`config.mk`:
```
export PLATFORM = sky130hd
export DESIGN_NAME = obm_ctrl
export DESIGN_NICKNAME = d
export VERILOG_FILES = /design/src/design/obm_pkg.sv /design/src/design/obm_ctrl.sv
export SDC_FILE = /design/constraint.sdc
export NUM_CORES = 1
export LEC_CHECK = 0
export ABC_AREA = 1
export BUFFER_PORTS_ARGS = -buffer_cell sky130_fd_sc_hd__buf_4
export CAP_MARGIN = 30
export CORE_MARGIN = 8
export CORE_UTILIZATION = 25
export DETAILED_ROUTE_END_ITERATION = 10
export PLACE_DENSITY_LB_ADDON = 0.1
export SLEW_MARGIN = 20
export SYNTH_ARGS = -nofsm -noshare
export SYNTH_HDL_FRONTEND = slang
export SYNTH_SLANG_ARGS = --single-unit
```
`constraint.sdc`:
```
create_clock -name clk -period 1.5 [get_ports clk]
set_input_delay 0.075 -clock clk [delete_from_list [all_inputs] [get_ports clk]]
set_output_delay 0.075 -clock clk [all_outputs]
set_load 0.01 [all_outputs]
```
`src/design/obm_pkg.sv`:
```
`timescale 1ns / 1ps
`default_nettype none
// ----------------------------------------------------------------------------
// obm_pkg: shared types and constants for the fast/slow order book merge
// Holds default sizes, the controller state type and the command/status
// structs that join the controller and the datapath.
// ----------------------------------------------------------------------------
package obm_pkg;

    localparam int SYMBOLS_DEF    = 16;
    localparam int MAX_LEVELS_DEF = 24;
    localparam int FAST_MAX_DEF   = 8;
    localparam int PRICE_W        = 48;
    localparam int SIZE_W         = 48;
    localparam int ORDERS_W       = 20;
    localparam int LEVEL_W        = PRICE_W + SIZE_W + ORDERS_W;
    localparam int CFG_DATA_W     = 4;
    localparam int CFG_IDX_W      = 1;
    localparam logic [3:0] DEPTH_LIMIT_RST = 4'd5;

    localparam logic [CFG_IDX_W-1:0] REG_MERGE_ENABLE = 1'b0;
    localparam logic [CFG_IDX_W-1:0] REG_DEPTH_LIMIT  = 1'b1;

    localparam logic SIDE_BID = 1'b0;
    localparam logic SIDE_ASK = 1'b1;

    typedef enum logic [3:0] {
        ST_IDLE,
        ST_STORE_RD,
        ST_STORE_WR,
        ST_EMIT_SEL,
        ST_EMIT_RD,
        ST_EMIT_WAIT,
        ST_EMIT_OUT,
        ST_EMPTY
    } obm_state_t;

    typedef enum logic [1:0] {
        SRC_IN,
        SRC_FAST,
        SRC_SLOW
    } obm_src_t;

    typedef struct packed {
        logic     clear_ptr;
        logic     set_side;
        logic     side;
        logic     store_rd;
        logic     store_wr;
        logic     commit;
        obm_src_t src;
        logic     emit_rd;
        logic     emit_out;
        logic     adv_ptr;
        logic     last;
        logic     empty_out;
        logic     clear_in;
    } obm_cmd_t;

    typedef struct packed {
        logic is_fast;
        logic has_fast;
        logic has_slow;
        logic store_done;
        logic in_done;
        logic fast_done;
        logic slow_done;
        logic fast_empty;
        logic take;
        logic any_emitted;
    } obm_sts_t;

endpackage
`default_nettype wire

```
`src/design/obm_ctrl.sv`:
```
`timescale 1ns / 1ps
`default_nettype none
// ----------------------------------------------------------------------------
// obm_ctrl: controller for the order book merge
// Sequences snapshot storage and merged book emission over the datapath.
// ----------------------------------------------------------------------------
module obm_ctrl
    import obm_pkg::*;
(
    input  wire logic     clk,
    input  wire logic     rst_n,
    input  wire logic     start,
    input  wire logic     snapshot_end,
    input  wire logic     merge_en,
    input  wire obm_sts_t sts,
    output obm_cmd_t      cmd,
    output logic          busy
);

    obm_state_t state_reg, state_next;
    logic       side_reg, side_next;
    obm_src_t   src_reg, src_next;
    logic       merge_reg, merge_next;

    always_ff @(posedge clk or negedge rst_n)
    begin
        if (!rst_n)
        begin
            state_reg <= ST_IDLE;
            side_reg  <= SIDE_BID;
            src_reg   <= SRC_IN;
            merge_reg <= 1'b0;
        end
        else
        begin
            state_reg <= state_next;
            side_reg  <= side_next;
            src_reg   <= src_next;
            merge_reg <= merge_next;
        end
    end

    // pick source for the current side; returns SRC_IN when merging is off
    function automatic obm_src_t first_src(input obm_sts_t s, input logic mg);
        obm_src_t r;
        r = SRC_IN;
        if (mg)
        begin
            if (s.has_fast && !(s.has_slow && s.fast_empty))
            begin
                r = SRC_FAST;
            end
            else
            begin
                r = SRC_SLOW;
            end
        end
        return r;
    endfunction

    logic cur_done;
    always_comb
    begin
        unique case (src_reg)
            SRC_FAST: cur_done = sts.fast_done;
            SRC_SLOW: cur_done = sts.slow_done || !sts.has_slow;
            default:  cur_done = sts.in_done;
        endcase
    end

    always_comb
    begin
        state_next = state_reg;
        side_next  = side_reg;
        src_next   = src_reg;
        merge_next = merge_reg;
        unique case (state_reg)
            ST_IDLE:
            begin
                if (start && snapshot_end)
                begin
                    merge_next = merge_en;
                    side_next  = SIDE_BID;
                    state_next = merge_en ? ST_STORE_RD : ST_EMIT_RD;
                    src_next   = SRC_IN;
                end
            end
            ST_STORE_RD:  state_next = ST_STORE_WR;
            ST_STORE_WR:
            begin
                if (sts.store_done)
                begin
                    if (side_reg == SIDE_ASK)
                    begin
                        side_next  = SIDE_BID;
                        state_next = ST_EMIT_SEL;
                    end
                    else
                    begin
                        side_next  = SIDE_ASK;
                        state_next = ST_STORE_RD;
                    end
                end
                else
                begin
                    state_next = ST_STORE_RD;
                end
            end
            ST_EMIT_SEL:
            begin
                src_next   = first_src(sts, 1'b1);
                state_next = ST_EMIT_RD;
            end
            ST_EMIT_RD:
            begin
                if (cur_done)
                begin
                    if (src_reg == SRC_FAST && sts.has_slow)
                    begin
                        src_next = SRC_SLOW;
                    end
                    else if (side_reg == SIDE_BID)
                    begin
                        side_next = SIDE_ASK;
                        if (merge_reg)
                        begin
                            state_next = ST_EMIT_SEL;
                        end
                        else
                        begin
                            src_next = SRC_IN;
                        end
                    end
                    else
                    begin
                        state_next = ST_EMPTY;
                    end
                end
                else
                begin
                    state_next = ST_EMIT_WAIT;
                end
            end
            ST_EMIT_WAIT: state_next = ST_EMIT_OUT;
            ST_EMIT_OUT:  state_next = ST_EMIT_RD;
            ST_EMPTY:     state_next = ST_IDLE;
            default:      state_next = ST_IDLE;
        endcase
    end

    always_comb
    begin
        cmd      = '0;
        cmd.side = side_reg;
        cmd.src  = src_reg;
        busy     = (state_reg != ST_IDLE);
        unique case (state_reg)
            ST_IDLE:
            begin
                cmd.clear_ptr = start && snapshot_end;
                cmd.set_side  = 1'b1;
            end
            ST_STORE_RD: cmd.store_rd = 1'b1;
            ST_STORE_WR:
            begin
                cmd.store_wr = 1'b1;
                if (sts.store_done)
                begin
                    cmd.clear_ptr = 1'b1;
                    cmd.commit    = (side_reg == SIDE_ASK);
                end
            end
            ST_EMIT_SEL: ;
            ST_EMIT_RD:
            begin
                if (cur_done)
                begin
                    cmd.clear_ptr = 1'b1;
                end
                else
                begin
                    cmd.emit_rd = 1'b1;
                end
            end
            ST_EMIT_WAIT: ;
            ST_EMIT_OUT:
            begin
                cmd.emit_out = 1'b1;
                cmd.adv_ptr  = 1'b1;
            end
            ST_EMPTY:
            begin
                cmd.empty_out = 1'b1;
                cmd.clear_in  = 1'b1;
            end
            default: ;
        endcase
    end

endmodule
`default_nettype wire

```
Word level (Yosys, flattened, before mapping)
Index checks and enable logic that the tools add are counted.
- flip-flop bits (word level): 8
- output and inout port bits: 15
- word-level logic and storage cells: 71
- equal/unequal tests: 17
- muxes and demuxes: 34
- reduce and logical (&&, ||, !) cells: 16
- operators with widths (operator ; number):
    4-bit two-way mux ; 6
    4-bit one-hot mux with 6 select lines ; 1
    2-bit two-way mux ; 10
    4-bit by 3-bit == test with 1-bit output, second input constant ; 4
    1-bit two-way mux ; 12
    5-bit AND reduction ; 2
    3-bit != test, second input constant ; 3
    4-bit by 2-bit == test with 1-bit output, second input constant ; 2
    2-bit != test, second input constant ; 4
    1-bit one-hot mux with 3 select lines ; 2
    2-bit one-hot mux with 3 select lines ; 1
    3-bit nonzero test ; 2
    4-bit by 1-bit == test with 1-bit output, second input constant ; 1
    1-bit logical AND ; 4
    4-bit logical NOT ; 1
    4-bit != test, second input constant ; 1
    4-bit nonzero test ; 1
    3-bit two-way mux ; 1
    3-bit AND reduction ; 1
    2-bit by 1-bit == test with 1-bit output, second input constant ; 1
    2-bit == test, second input constant ; 1
    1-bit logical NOT ; 2
    1-bit one-hot mux with 2 select lines ; 1
    2-bit AND reduction ; 1
    2 further kinds ; 2

Depth between registers and ports, before layout
- depth after elaboration: 5
- depth in mapped cells: 9
- depth with buffers taken out: 9

Worst setup path after synthesis
Ideal clock, no wire load.
- path type: register -> register
- start point: reg src_reg[0]
- end point: reg state_reg[2]
- arrival: 1.347 ns
- required time: 1.435 ns
- setup slack: 0.088 ns
- cell stages (with the launch flop): 10
- path through: dfrtp_1 -> inv_1 -> ha_1 -> a21oi_1 -> nand2_1 -> nand2_1 -> nand2_2 -> nand2_1 -> nand3_1 -> nand2_1
- longest elaborated chain between the ends: 4
- ends and longest elaborated chain (what ; line ; RTL):
    start: declaration ; obm_ctrl.sv:22 ; obm_src_t src_reg, src_next;
    start signal: assignment ; obm_ctrl.sv:38 ; src_reg <= src_next;
    2-bit == test or 2-bit by 1-bit == test with 1-bit output (tied branches) ; obm_ctrl.sv:64, obm_ctrl.sv:118 ;
    1-bit one-hot mux with 2 select lines or 1-bit logical AND (tied branches) ; obm_ctrl.sv:64, obm_ctrl.sv:118 ;
    4-bit two-way mux, or another cell as far along ; obm_ctrl.sv:116 ; if (cur_done)
    4-bit one-hot mux with 6 select lines or 3-bit AND reduction (tied branches) ; -- ;
    end signal: assignment ; obm_ctrl.sv:36 ; state_reg <= state_next;
    end: declaration ; obm_ctrl.sv:20 ; obm_state_t state_reg, state_next;
Several ways; a longest one is shown, not always the timed one.
A chain may end at the register's enable or synchronous reset.

==> impl_metrics.yaml <==
clock_network:
  clk_pin_slew_ns: 0.05
  cts_made_buffers: 3
  cts_tree: "done"
  htreeDepth: 1
  clk_path_buf_depth: 2
  clk_latency_ns: 0.24
  cts-root-buf: "clkbuf_4"
  clock-sinks: 7
floorplanning:
  die_x_um: 69.2
  dieArea_um2: 4790
  start_util: 0.259
  fp-row-count: 19
  pin_count: 30
  die_height_um: 69.2
  coreArea_um2: 2730
drt:
  drtIter0Drc: 21
  ant_nets: 0
  wire_per_inst_um: 11.2
  via_per_inst: 4.34
  wirelength_um: 1910
  first_pass_iters: 2
  dr_total_vias: 742
  drc: 0
worst_setup_path:
  path_class: "register to output pin"
  cp-start-kind: "register"
  startpoint: "src_reg[1]$_DFFE_PN0P_"
  worstReg2RegStart: "src_reg[0]$_DFFE_PN0P_"
  crit_arrival_ns: 1.44
  cp-end-kind: "output pin"
  cp_max_fo: 4
  required_ns: 1.42
synthesis:
  yosysMostFrequentCell: "nand2_1"
  synth_area_leaders: "dfrtp_1, nand2_1, inv_1, nand3_1, nand2_4"
  netlist_top_cells_count: "nand2_1, inv_1, nand3_1"
  synth.top_cell.area_share: 0.247
  syn_inst: 106
  synth-seq-cells: 7
  synth_top_family_by_area: "simple AND/OR/NAND/NOR gates"
  yosys_most_used_dff: "dfrtp_1"
  synth.mux.area_fraction: 0
  synthAdderAreaFrac: 0.0353
  netlist-cell-type-count: 24
  synth_compound_area_frac: 0.0689
  synth_xor_area_frac: 0
  synth_area_per_cell_um2: 6.68
  syn_area_um2: 708
  yosys.area_share.simple: 0.484
  synth_area_leader_cell: "dfrtp_1"
  yosysWarningCount: 0
  syn-num-nets: 123
  ys_async_sr_fraction: 1.00
  synth_edf_count: 0
  synth_seq_area_share: 0.247
power_and_ir_drop:
  p_leak_nw: 0.578
  pwr-share-clk: 0.081
  p_per_area_nw_per_um2: 1830
  internal_power_w: 0.000993
  p_seq_frac: 0.205
  p_sw_frac: 0.496
  irDropWorstVdd_v: 0.000672
  p_switching_w: 0.000976
  combPwrFrac: 0.714
final_layout:
  instances_no_fill: 171
  diodes: 0
  nNetsFinal: 158
  fillers: 301
  drive_gt1_frac: 0.493
  seqCellArea_um2: 179
  largest_reg_flops: 3
  area_growth_pct: 51.6
  multi_input_area_um2: 489
  fin_util: 0.393
sta:
  rsz0062_at_grt: "true"
  setup_ws_ns: -0.0187
  setup_viol: 2
  period_minus_slack_ns: 1.52
  finalHoldViolCount: 0
  period_share: 1.01
  fmax_ghz: 0.658
  finalClockSkew_ns: 0.000743
  drv_slew: 0
placed_design:
  gp_congestion: 0.817
  place_ws_ns: 0.00632
  dp_cells: 159
  dp_hpwl_um: 1610
  portBuffers: 25
outcome:
  violations: "negative setup slack"
  status: "complete, but fails checks"
global_routing:
  track_usage: 0.0782
  grt.overflow.total: 0
  grt_max_degree: 10
  grt_pass1_wl_um: 3310
  grt_pass1_vias: 774
  grt_antenna_before_repair: 0
hold_path:
  hold_start: "merge_en"
  hold_class: "input port to register"
job:
  cap_violations: 0
==> power groups by stage <==
stage          clock, W  sequential, W  combinational [W]
4_1_cts        0.000169       0.000404            0.00128
6_report       0.000160       0.000404            0.00140
5_1_grt        0.000186       0.000417            0.00157
2_1_floorplan         0       0.000342           0.000870
3_3_place_gp          0       0.000402            0.00116
3_5_place_dp          0       0.000398            0.00116
==> repair_timing <==
action / 4_1_cts / 5_1_grt
pin swaps: 4 / 2
setup buffers: 5 / 2
gates resized for setup: 9 / 11
endpoints found under the hold margin: 7 / 0
setup endpoints to repair: 8 / 9
hold buffers: 1 / 0
==> cell usage in the layout (no fill, tap or decap), types with 2 or more instances in the layout <==
| master | instances |
|---|---|
| o21ai_1 | 3 |
| nand2_1 | 25 |
| nand2_4 | 3 |
| nand3_1 | 8 |
| nor2_1 | 7 |
| nand3_4 | 2 |
| nand2_2 | 6 |
| nand3_2 | 2 |
| a21oi_2 | 2 |
| inv_2 | 4 |
| o21ai_0 | 2 |
| nor2_2 | 2 |
| inv_1 | 14 |
| dfrtp_1 | 4 |
| dfrtp_2 | 3 |
| nor2_4 | 5 |
| clkbuf_4 | 3 |
| buf_4 | 33 |
==> area by class of cell <==
type | count | area share
well taps | 31 | 0.0361
multi-input cells | 75 | 0.456
flip-flops and latches | 7 | 0.167
inverters | 19 | 0.0664
repair buffers | 35 | 0.251
clock buffers | 4 | 0.0245
==> critical path, stage by stage, from the launching register on <==
cell      delay, ns
dfrtp_2        0.44
ha_4           0.26
a21oi_2        0.11
nand2_2        0.09
nand3_2        0.07
nand3b_1       0.08
buf_4          0.15
==> through the flow <==
stage / setup TNS (ns) / hold WS (ns) / power (W) / area [µm²]
finish: -0.0205 / 0.135 / 0.00197 / 1070
global route: -0.287 / 0.132 / 0.00217 / 1070
CTS: -0.0522 / 0.128 / 0.00185 / 1020
detailed placement: 0 / -0.109 / 0.00156 / 908
global placement: 0 / -0.107 / 0.00157 / 908
floorplan: 0 / -0.221 / 0.00121 / 708
==> cell families (layout without fill, tap and decap cells) <==
logic type,after synthesis,after routing
AOI/OAI and AO/OA,9,9
buffers and inverters,24,58
other,1,1
DFF,7,7
and+or+nand+nor,63,63
adders and majority gates,2,2
==> path summary, 6_finish.rpt <==
path,to,slack [ns],depth (start not counted)
max,cmd[13],-0.02,6
min,merge_reg$_DFFE_PN0P_,0.14,3
max reg2reg,state_reg[2]$_DFFE_PN0P_,0.03,9
min reg2reg,src_reg[1]$_DFFE_PN0P_,0.56,2
max in group asynchronous,state_reg[0]$_DFFE_PN0P_,1.20,2
min in group asynchronous,src_reg[1]$_DFFE_PN0P_,0.17,2
==> routing by layer <==
metal / vias to the layer above / part of all wire / GRT usage
met3: 0 / 0.035 / 0.0157
met4: 0 / 0 / 0.0273
met1: 338 / 0.47 / 0.0917
met2: 12 / 0.49 / 0.136
met5: - / 0 / 0
li1: 392 / - / -
Note: power is estimated with default switching activity, not from simulation.
